File: config.mk
export PLATFORM = sky130hd
export DESIGN_NAME = priority_task_scheduler_with_alarms
export DESIGN_NICKNAME = d
export VERILOG_FILES = /design/src/ptsa_pkg.sv /design/src/priority_task_scheduler_with_alarms.sv /design/src/ptsa_alarm_mem.sv /design/src/ptsa_wait_mem.sv
export SDC_FILE = /design/constraint.sdc
export NUM_CORES = 2
export LEC_CHECK = 0
export ABC_CLOCK_PERIOD_IN_PS = 21500
export BUFFER_PORTS_ARGS = -buffer_cell sky130_fd_sc_hd__buf_2
export CAP_MARGIN = 20
export CORE_AREA = 3 3 275 548
export CTS_BUF_LIST = sky130_fd_sc_hd__clkbuf_4
export CTS_CLUSTER_SIZE = 28
export DETAILED_ROUTE_END_ITERATION = 6
export DIE_AREA = 0 0 278 551
export GPL_ROUTABILITY_DRIVEN = 0
export PLACE_DENSITY = 0.54
export SETUP_SLACK_MARGIN = 0.05
export SYNTH_ARGS = -nofsm -noshare
export SYNTH_HDL_FRONTEND = slang
export SYNTH_HIERARCHICAL = 1
export SYNTH_SLANG_ARGS = --single-unit
File: constraint.sdc
create_clock -name clk -period 21.5 [get_ports clk]
set_input_delay 2.15 -clock clk [delete_from_list [all_inputs] [get_ports clk]]
set_output_delay 2.15 -clock clk [all_outputs]
set_load 0.05 [all_outputs]
File: src/ptsa_pkg.sv
// shared types and constants for the priority task scheduler
package ptsa_pkg;

  // event codes
  localparam logic [2:0] MODE_TICK     = 3'd0;
  localparam logic [2:0] MODE_DELAY    = 3'd1;
  localparam logic [2:0] MODE_SUSPEND  = 3'd2;
  localparam logic [2:0] MODE_ACTIVATE = 3'd3;
  localparam logic [2:0] MODE_CREATE   = 3'd4;
  localparam logic [2:0] MODE_DISABLE  = 3'd5;
  localparam logic [2:0] MODE_ENABLE   = 3'd6;
  localparam logic [2:0] MODE_WAKE     = 3'd7;

  // task status codes
  localparam logic [1:0] ST_READY     = 2'd0;
  localparam logic [1:0] ST_RUNNING   = 2'd1;
  localparam logic [1:0] ST_WAITING   = 2'd2;
  localparam logic [1:0] ST_SUSPENDED = 2'd3;

  // configuration register indexes
  localparam logic [1:0] CFG_TASK_COUNT = 2'd0;
  localparam logic [1:0] CFG_PRIORITIES = 2'd1;
  localparam logic [1:0] CFG_AUTOSTART  = 2'd2;

  // one alarm table entry
  typedef struct packed {
    logic [31:0] period;
    logic [31:0] remaining;
    logic [2:0]  target;
    logic        periodic;
  } alarm_entry_t;

endpackage

File: src/priority_task_scheduler_with_alarms.sv
// priority task scheduler top level: sequencer over task and alarm memories
//
//  channel  ports                                   transfer when
//  in       in_mode in_task_id in_count_ticks ...   start && !busy
//  out      out_running_task out_switched ...       out_valid
//  cfg      cfg_we cfg_index cfg_wdata              cfg_we
//
// a tick keeps busy high through an event step, one read-modify-write sweep over each
// memory that holds entries, a one-task-a-cycle priority scan that includes the idle
// task, a commit and a done step; the result strobes in the next cycle, when a new item
// may be taken. other scheduling events skip the sweeps; alarm events go from the event
// step straight to done. the first item after reset first loads the delay memory and
// the task status and schedules once. reset clears control state; memory contents
// need no reset.
// the result strobes for one cycle; the receiver cannot stall it.
module priority_task_scheduler_with_alarms #(
  parameter int unsigned MAX_TASKS  = 8,
  parameter int unsigned MAX_ALARMS = 8
) (
  input  logic        clk,
  input  logic        rst_n,
  input  logic        start,
  output logic        busy,
  input  logic [2:0]  in_mode,
  input  logic [2:0]  in_task_id,
  input  logic [31:0] in_count_ticks,
  input  logic [2:0]  in_alarm_id,
  input  logic        in_alarm_repeats,
  input  logic        in_alarm_starts_enabled,
  output logic        out_valid,
  output logic [3:0]  out_running_task,
  output logic        out_switched,
  output logic [31:0] out_tick_count,
  output logic [2:0]  out_alarm_handle,
  output logic        out_create_failed,
  input  logic        cfg_we,
  input  logic [1:0]  cfg_index,
  input  logic [63:0] cfg_wdata
);

  localparam int unsigned NT  = MAX_TASKS + 1;
  localparam int unsigned TW  = $clog2(NT);
  localparam int unsigned AW  = (MAX_ALARMS > 1) ? $clog2(MAX_ALARMS) : 1;
  localparam int unsigned ACW = $clog2(MAX_ALARMS + 1);

  // sequencer states
  localparam logic [3:0] S_IDLE   = 4'd0;
  localparam logic [3:0] S_INIT   = 4'd1;
  localparam logic [3:0] S_EVENT  = 4'd2;
  localparam logic [3:0] S_TRD    = 4'd3;
  localparam logic [3:0] S_TWR    = 4'd4;
  localparam logic [3:0] S_ARD    = 4'd5;
  localparam logic [3:0] S_AWR    = 4'd6;
  localparam logic [3:0] S_SCAN   = 4'd7;
  localparam logic [3:0] S_COMMIT = 4'd8;
  localparam logic [3:0] S_DONE   = 4'd9;

  logic [3:0]  state_r, state_nxt;

  // configuration registers
  logic [3:0]  task_count_r;
  logic [63:0] prio_r;
  logic [7:0]  auto_r;

  // scheduler state
  logic [1:0]  status_r [NT];
  logic [MAX_ALARMS-1:0] aen_r;
  logic [TW:0] live_r;
  logic [TW:0] cur_r;
  logic        started_r;
  logic [31:0] ticks_r;
  logic [ACW-1:0] used_r;

  // latched item
  logic [2:0]  mode_r;
  logic [2:0]  tid_r;
  logic [31:0] cnt_r;
  logic [2:0]  aid_r;
  logic        rep_r;
  logic        en_r;

  // sweep and scan bookkeeping
  logic [TW:0]   idx_r;
  logic [ACW-1:0] aidx_r;
  logic [TW:0]   best_r;
  logic [8:0]    top_r;
  logic          sw_r;
  logic [2:0]    handle_r;
  logic          failed_r;
  logic          resched_r;

  // memories
  logic         wm_we;
  logic [TW-1:0] wm_waddr, wm_raddr;
  logic [31:0]  wm_wdata, wm_rdata;
  logic         am_we;
  logic [AW-1:0] am_waddr, am_raddr;
  ptsa_pkg::alarm_entry_t am_wdata, am_rdata;

  ptsa_wait_mem #(.DEPTH(NT), .AW(TW)) u_wait (
    .clk(clk), .wr_en(wm_we), .wr_addr(wm_waddr), .wr_data(wm_wdata),
    .rd_addr(wm_raddr), .rd_data(wm_rdata)
  );

  ptsa_alarm_mem #(.DEPTH(MAX_ALARMS), .AW(AW)) u_alarm (
    .clk(clk), .wr_en(am_we), .wr_addr(am_waddr), .wr_data(am_wdata),
    .rd_addr(am_raddr), .rd_data(am_rdata)
  );

  logic [31:0] cnt_fix;
  assign cnt_fix = (in_count_ticks == 32'd0) ? 32'd1 : in_count_ticks;

  assign busy = (state_r != S_IDLE);

  // priority of a task index, zero for the idle task and beyond
  function automatic logic [7:0] prio_of(input logic [TW:0] i, input logic [TW:0] live,
                                         input logic [63:0] p);
    logic [7:0] r;
    r = 8'd0;
    for (int k = 0; k < 8; k++) begin
      if (i == (TW+1)'(k) && i < live) r = p[8*k +: 8];
    end
    return r;
  endfunction

  // counts down the memory entries
  logic [31:0] wdec, adec;
  assign wdec = wm_rdata - 32'd1;
  assign adec = am_rdata.remaining - 32'd1;

  // memory port control
  always_comb begin
    wm_we    = 1'b0;
    wm_waddr = idx_r[TW-1:0];
    wm_wdata = 32'd0;
    wm_raddr = idx_r[TW-1:0];
    am_we    = 1'b0;
    am_waddr = aidx_r[AW-1:0];
    am_wdata = am_rdata;
    am_raddr = aidx_r[AW-1:0];
    unique case (state_r)
      S_INIT: begin
        wm_we = 1'b1;
      end
      S_EVENT: begin
        if (mode_r == ptsa_pkg::MODE_DELAY && cur_r < live_r) begin
          wm_we    = 1'b1;
          wm_waddr = cur_r[TW-1:0];
          wm_wdata = cnt_r;
        end
        if (mode_r == ptsa_pkg::MODE_CREATE && used_r < ACW'(MAX_ALARMS)) begin
          am_we    = 1'b1;
          am_waddr = used_r[AW-1:0];
          am_wdata = '{period: cnt_r, remaining: cnt_r, target: tid_r, periodic: rep_r};
        end
      end
      S_TWR: begin
        if (status_r[idx_r[TW-1:0]] == ptsa_pkg::ST_WAITING) begin
          wm_we    = 1'b1;
          wm_wdata = wdec;
        end
      end
      S_AWR: begin
        if (aen_r[aidx_r[AW-1:0]]) begin
          am_we = 1'b1;
          am_wdata.remaining = (adec == 32'd0) ? am_rdata.period : adec;
        end
      end
      default: begin
      end
    endcase
  end

  logic [7:0] scan_p;
  assign scan_p = prio_of(idx_r, live_r, prio_r);

  // sequencer next state
  always_comb begin
    state_nxt = state_r;
    unique case (state_r)
      S_IDLE:   if (start) state_nxt = started_r ? S_EVENT : S_INIT;
      S_INIT:   if (idx_r == live_r) state_nxt = S_SCAN;
      S_EVENT: begin
        if (mode_r == ptsa_pkg::MODE_TICK) begin
          if (live_r != '0) state_nxt = S_TRD;
          else if (used_r != '0) state_nxt = S_ARD;
          else state_nxt = S_SCAN;
        end else if (mode_r == ptsa_pkg::MODE_DELAY || mode_r == ptsa_pkg::MODE_SUSPEND ||
                     mode_r == ptsa_pkg::MODE_ACTIVATE || mode_r == ptsa_pkg::MODE_WAKE)
          state_nxt = S_SCAN;
        else state_nxt = S_DONE;
      end
      S_TRD:    state_nxt = S_TWR;
      S_TWR: begin
        if (idx_r + 1'b1 >= live_r) state_nxt = (used_r == '0) ? S_SCAN : S_ARD;
        else state_nxt = S_TRD;
      end
      S_ARD:    state_nxt = S_AWR;
      S_AWR:    state_nxt = (aidx_r + 1'b1 >= used_r) ? S_SCAN : S_ARD;
      S_SCAN:   if (idx_r == live_r) state_nxt = S_COMMIT;
      S_COMMIT: state_nxt = resched_r ? S_EVENT : S_DONE;
      S_DONE:   state_nxt = S_IDLE;
      default:  state_nxt = S_IDLE;
    endcase
  end

  // configuration writes
  always_ff @(posedge clk) begin
    if (!rst_n) begin
      task_count_r <= 4'd0;
      prio_r       <= 64'd0;
      auto_r       <= 8'd0;
    end else if (cfg_we) begin
      unique case (cfg_index)
        ptsa_pkg::CFG_TASK_COUNT: task_count_r <= cfg_wdata[3:0];
        ptsa_pkg::CFG_PRIORITIES: prio_r <= cfg_wdata;
        ptsa_pkg::CFG_AUTOSTART:  auto_r <= cfg_wdata[7:0];
        default: begin
        end
      endcase
    end
  end

  // sequencer registers
  always_ff @(posedge clk) begin
    if (!rst_n) begin
      state_r   <= S_IDLE;
      started_r <= 1'b0;
      ticks_r   <= 32'd0;
      used_r    <= '0;
      aen_r     <= '0;
      live_r    <= '0;
      cur_r     <= '0;
      idx_r     <= '0;
      aidx_r    <= '0;
      out_valid <= 1'b0;
      resched_r <= 1'b0;
      for (int k = 0; k < NT; k++) status_r[k] <= ptsa_pkg::ST_READY;
    end else begin
      state_r   <= state_nxt;
      out_valid <= (state_r == S_DONE);
      unique case (state_r)
        S_IDLE: begin
          if (start) begin
            mode_r   <= in_mode;
            tid_r    <= in_task_id;
            cnt_r    <= cnt_fix;
            aid_r    <= in_alarm_id;
            rep_r    <= in_alarm_repeats;
            en_r     <= in_alarm_starts_enabled;
            sw_r     <= 1'b0;
            handle_r <= 3'd0;
            failed_r <= 1'b0;
            idx_r    <= '0;
            aidx_r   <= '0;
            if (!started_r) begin
              live_r <= (task_count_r > 4'(MAX_TASKS)) ? (TW+1)'(MAX_TASKS)
                                                      : (TW+1)'(task_count_r);
            end
          end
        end
        S_INIT: begin
          // load status from the autostart mask, one delay entry a cycle
          if (idx_r == live_r) begin
            status_r[idx_r[TW-1:0]] <= ptsa_pkg::ST_READY;
            cur_r     <= live_r + 1'b1;
            started_r <= 1'b1;
            resched_r <= 1'b1;
            idx_r     <= '0;
            top_r     <= 9'h1ff;
            best_r    <= live_r;
          end else begin
            status_r[idx_r[TW-1:0]] <= (idx_r < (TW+1)'(8) && auto_r[idx_r[2:0]])
                                       ? ptsa_pkg::ST_READY : ptsa_pkg::ST_SUSPENDED;
            idx_r <= idx_r + 1'b1;
          end
        end
        S_EVENT: begin
          idx_r  <= '0;
          aidx_r <= '0;
          top_r  <= 9'h1ff;
          best_r <= live_r;
          unique case (mode_r)
            ptsa_pkg::MODE_TICK: begin
              ticks_r <= ticks_r + 32'd1;
            end
            ptsa_pkg::MODE_DELAY: begin
              if (cur_r < live_r) status_r[cur_r[TW-1:0]] <= ptsa_pkg::ST_WAITING;
            end
            ptsa_pkg::MODE_SUSPEND: begin
              if (cur_r < live_r) status_r[cur_r[TW-1:0]] <= ptsa_pkg::ST_SUSPENDED;
            end
            ptsa_pkg::MODE_ACTIVATE, ptsa_pkg::MODE_WAKE: begin
              if ((TW+1)'(tid_r) < live_r) status_r[TW'(tid_r)] <= ptsa_pkg::ST_READY;
            end
            ptsa_pkg::MODE_CREATE: begin
              if (used_r >= ACW'(MAX_ALARMS)) begin
                failed_r <= 1'b1;
              end else begin
                aen_r[used_r[AW-1:0]] <= en_r;
                handle_r <= 3'(used_r);
                used_r   <= used_r + 1'b1;
              end
            end
            ptsa_pkg::MODE_DISABLE: begin
              if (ACW'(aid_r) < used_r) aen_r[aid_r[AW-1:0]] <= 1'b0;
            end
            ptsa_pkg::MODE_ENABLE: begin
              if (ACW'(aid_r) < used_r) aen_r[aid_r[AW-1:0]] <= 1'b1;
            end
            default: begin
            end
          endcase
        end
        S_TRD: begin
        end
        S_TWR: begin
          if (status_r[idx_r[TW-1:0]] == ptsa_pkg::ST_WAITING && wdec == 32'd0)
            status_r[idx_r[TW-1:0]] <= ptsa_pkg::ST_READY;
          if (idx_r + 1'b1 >= live_r) idx_r <= '0;
          else idx_r <= idx_r + 1'b1;
        end
        S_ARD: begin
        end
        S_AWR: begin
          if (aen_r[aidx_r[AW-1:0]] && adec == 32'd0) begin
            if ((TW+1)'(am_rdata.target) < live_r)
              status_r[TW'(am_rdata.target)] <= ptsa_pkg::ST_READY;
            if (!am_rdata.periodic) aen_r[aidx_r[AW-1:0]] <= 1'b0;
          end
          aidx_r <= aidx_r + 1'b1;
        end
        S_SCAN: begin
          // one task a cycle, strict compare keeps the lowest index on a tie
          if (status_r[idx_r[TW-1:0]] == ptsa_pkg::ST_READY ||
              status_r[idx_r[TW-1:0]] == ptsa_pkg::ST_RUNNING) begin
            if (top_r == 9'h1ff || {1'b0, scan_p} > top_r) begin
              top_r  <= {1'b0, scan_p};
              best_r <= idx_r;
            end
          end
          if (idx_r != live_r) idx_r <= idx_r + 1'b1;
        end
        S_COMMIT: begin
          if (best_r != cur_r) begin
            if (cur_r <= live_r && status_r[cur_r[TW-1:0]] == ptsa_pkg::ST_RUNNING)
              status_r[cur_r[TW-1:0]] <= ptsa_pkg::ST_READY;
            cur_r <= best_r;
          end
          status_r[best_r[TW-1:0]] <= ptsa_pkg::ST_RUNNING;
          if (best_r != cur_r || resched_r) sw_r <= 1'b1;
          resched_r <= 1'b0;
        end
        S_DONE: begin
        end
        default: begin
        end
      endcase
    end
  end

  // result registers
  always_ff @(posedge clk) begin
    if (state_r == S_DONE) begin
      out_running_task  <= 4'(cur_r);
      out_switched      <= sw_r;
      out_tick_count    <= ticks_r;
      out_alarm_handle  <= handle_r;
      out_create_failed <= failed_r;
    end
  end

  // checks
  a_valid_pulse: assert property (@(posedge clk) disable iff (!rst_n)
    out_valid |=> !out_valid) else $error("result strobe longer than one cycle");
  a_busy_after_start: assert property (@(posedge clk) disable iff (!rst_n)
    (start && !busy) |=> busy) else $error("item not taken");
  a_fail_no_handle: assert property (@(posedge clk) disable iff (!rst_n)
    (out_valid && out_create_failed) |-> out_alarm_handle == 3'd0)
    else $error("failed create gave a handle");
  a_used_bound: assert property (@(posedge clk) disable iff (!rst_n)
    used_r <= ACW'(MAX_ALARMS)) else $error("alarm count overflow");

endmodule

File: src/ptsa_alarm_mem.sv
// alarm table memory: one write port, one registered read port
module ptsa_alarm_mem #(
  parameter int unsigned DEPTH = 8,
  parameter int unsigned AW    = 3
) (
  input  logic                  clk,
  input  logic                  wr_en,
  input  logic [AW-1:0]         wr_addr,
  input  ptsa_pkg::alarm_entry_t wr_data,
  input  logic [AW-1:0]         rd_addr,
  output ptsa_pkg::alarm_entry_t rd_data
);

  ptsa_pkg::alarm_entry_t mem [DEPTH];

  // write
  always_ff @(posedge clk) begin
    if (wr_en) begin
      mem[wr_addr] <= wr_data;
    end
  end

  // registered read
  always_ff @(posedge clk) begin
    rd_data <= mem[rd_addr];
  end

endmodule

File: src/ptsa_wait_mem.sv
// task delay count memory: one write port, one registered read port
module ptsa_wait_mem #(
  parameter int unsigned DEPTH = 9,
  parameter int unsigned AW    = 4
) (
  input  logic          clk,
  input  logic          wr_en,
  input  logic [AW-1:0] wr_addr,
  input  logic [31:0]   wr_data,
  input  logic [AW-1:0] rd_addr,
  output logic [31:0]   rd_data
);

  logic [31:0] mem [DEPTH];

  // write
  always_ff @(posedge clk) begin
    if (wr_en) begin
      mem[wr_addr] <= wr_data;
    end
  end

  // registered read
  always_ff @(posedge clk) begin
    rd_data <= mem[rd_addr];
  end

endmodule

==> results.py <==
metrics = {
    "synthesis": {
        "synth_edf_count": 935,
        "yosys-top-cells-area": "edfxtp_1 (55%), dfxtp_1 (11%), mux4_2 (6.5%)",
        "synth_nets": 3815,
        "synth_area_mm2": 0.0513,
        "synth_top_cell_by_area": "edfxtp_1",
        "avgSynthCellArea_um2": 14.0,
        "synth_cell_types": 89,
        "async_reset_ff_share_pct": 0,
        "synthCells": 3658,
        "synthTopCellsByCount": "edfxtp_1 (935), nand2_1 (427), dfxtp_1 (285), nor2_1 (200), clkbuf_1 (188)",
        "ys_ff_latch": 1220,
        "yosys_warnings": 6,
        "synthMostInstantiatedCell": "edfxtp_1",
        "synth_top_area_share_pct": 54.8,
        "yosysSeqAreaShare_pct": 65.9,
        "synth_ff_type": "edfxtp_1",
    },
    "timing": {
        "worst_hold_slack_ns": 0.423,
        "clock_skew_ns": 0.0895,
        "post-route-min-period_ns": 5.37,
        "post-route-period-util_pct": 25.0,
        "grt_setup_unrepaired": "no",
        "hold_violations": 0,
        "fmax_ghz": 0.186,
        "relSlewSlack_pct": 18.8,
        "finalSetupViolCount": 0,
        "worst_slew_pin_slew_ns": 1.20,
        "finalMaxSlewViolations": 0,
        "timing.setup.tns_ns": 0,
    },
    "setup_path": {
        "crit_path_start_kind": "flip-flop",
        "cp.arrival_ns": 6.16,
        "cp_max_fo": 14,
        "required_ns": 22.29,
        "worstSetupPathType": "reg2reg",
        "end_kind": "flip-flop",
    },
    "hold_path": {
        "hp-class": "reg2reg",
    },
    "flow_run": {
        "maxCapViolCount": 0,
    },
    "cts": {
        "numClockSinks": 1220,
        "cts_root_buf": "clkbuf_4",
        "cts_setup_buffers": 0,
        "cts_hold_buf": 0,
        "clock_latency_ns": 1.10,
        "clockBufferDepth": 4,
        "cts_tree": "done",
        "clk_pin_slew_ns": 0.07,
        "cts.htree.levels": 5,
        "numCtsBuffers": 278,
        "cts_resized": 0,
    },
    "die": {
        "chipWidth_um": 278,
        "rows": 199,
        "die_h_um": 551,
        "design.die.area_mm2": 0.153,
        "initial_core_util_pct": 34.9,
        "core_area_mm2": 0.147,
        "io_pins": 156,
    },
    "layout": {
        "design_area_mm2": 0.0578,
        "final_nets": 4086,
        "drive_above_1_share_pct": 25.5,
        "area_growth_pct": 12.8,
    },
    "detailed_routing": {
        "postRouteWirelength_um": 148000,
        "post_drt_wl_per_cell_um": 24.4,
        "drt_first_pass_iters": 7,
        "vias_per_cell": 5.36,
        "drtAntennaViolNets": 0,
        "drt-initial-drc-count": 1932,
        "vias": 32500,
        "remaining_drc_errors": 1,
    },
    "global_routing": {
        "grt_pass1_wl_um": 218000,
        "grt_max_degree": 70,
        "grt_usage_pct": 19.1,
        "antenna_found_initial": 15,
        "gr-total-overflow": 0,
        "grt_pass1_vias": 34000,
    },
    "status": {
        "violations": "DRC",
        "status": "finished with violations",
    },
    "power": {
        "p_total_mw": 5.30,
        "irDropWorstVdd_v": 0.0000330,
        "p_per_area_mw_per_mm2": 91.7,
        "leakagePower_nw": 18.5,
    },
    "place": {
        "portBuffers": 155,
        "placed_area_mm2": 0.0541,
        "post-dp-hpwl_um": 96100,
    },
}
[path summary, 6_finish.rpt]
| kind | slack [ns] | depth (start not counted) | start | end |
|---|---|---|---|---|
| setup / recovery | 16.13 | 20 | idx_r[1] | best_r[0] |
| setup reg to reg | 16.13 | 20 | idx_r[1] | best_r[0] |
| hold / removal | 0.42 | 2 | u_wait/mem[8][1] | u_wait/rd_data[1] |
| hold reg to reg | 0.42 | 2 | u_wait/mem[8][1] | u_wait/rd_data[1] |
[through the flow]
stage | util [%] | cells | setup WS [ns]
2_1_floorplan | - | 3658 | 14.04
3_3_place_gp | 36.8 | 5550 | 16.04
3_5_place_dp | 36.8 | 5551 | 16.00
4_1_cts | 39.3 | 6042 | 16.13
5_1_grt | 39.4 | 6054 | 15.76
6_report | 39.4 | 6056 | 16.13
[where the power goes]
part / total, mW / leakage [nW] / switching [mW] / internal, mW
combinational: 0.576 / 6.07 / 0.370 / 0.207
clock: 1.89 / 2.17 / 0.910 / 0.979
sequential: 2.83 / 10.3 / 0.145 / 2.69
total: 5.30 / 18.5 / 1.43 / 3.88
[cell type report]
type	instances	area, um2
well taps	1909	2390
multi-input cells	2151	16400
inverters	46	175
repair buffers	232	1370
diodes	7	17.5
fillers	13900	89100
clock buffers	413	3100
flip-flops and latches	1220	33800
clock inverters	78	523
[logic make-up (layout without fill, tap and decap cells)]
logic type / Yosys count / count (layout) / share of synthesized area, %
flip-flops: 1220 / 1220 / 65.9
AO/OA/AOI/OAI: 610 / 610 / 8.03
XOR/XNOR: 74 / 74 / 1.26
AND/OR/NAND/NOR: 1025 / 1025 / 9.58
adder cells (fa/ha/maj): 44 / 44 / 1.07
other: 0 / 7 / 0
multiplexers: 398 / 398 / 11.7
buffers and inverters: 287 / 769 / 2.41
[state kept, by name (all words and copies together), names as in the netlist, 9 cells and up, named ones only]
register / count
cnt_r: 32
out_tick_count: 32
prio_r: 64
status_r: 32
ticks_r: 32
top_r: 9
u_alarm/mem: 544
u_alarm/rd_data: 68
u_wait/mem: 288
u_wait/rd_data: 32
[layer usage]
layer,part of all wire (%),up-vias,wire (um),GRT usage [%]
li1,-,14700,-,-
met1,36,16300,52500,19.9
met2,54,1047,80500,36.5
met3,4.6,442,6820,3.10
met4,5.5,12,8070,10.0
met5,0.044,-,65,0
[critical path, cell delays in order, from the launching register on]
cell	delay, ns
dfxtp_1	0.67
ha_1	0.35
nor2b_1	0.13
o21a_1	0.17
o21a_1	0.20
nor4_1	0.80
a222oi_1	0.17
o31a_1	0.31
a21oi_1	0.20
a221o_1	0.18
ha_1	0.24
nor2b_1	0.13
o21a_1	0.16
o21a_1	0.16
o21a_1	0.16
o21a_1	0.16
o21ai_0	0.14
a21oi_1	0.08
a211oi_1	0.32
o41ai_2	0.17
buf_4	0.23
[cells in the final DEF (no fill, tap or decap), types with 29 or more instances in the layout]
cell / instances
clkinv_1: 50
o211ai_1: 29
nand2_1: 426
a22o_1: 37
xor2_1: 32
mux2_2: 135
buf_4: 69
buf_2: 155
nor4_1: 36
mux4_2: 149
o22ai_1: 40
mux2i_1: 113
nand4_1: 30
nor3_1: 44
dfxtp_1: 280
edfxtp_1: 935
ha_1: 44
clkbuf_4: 418
a21oi_1: 166
o21ai_0: 118
xnor2_1: 42
nor2_1: 185
nand3_1: 58
inv_1: 45
(Power assumes the default switching activity.)
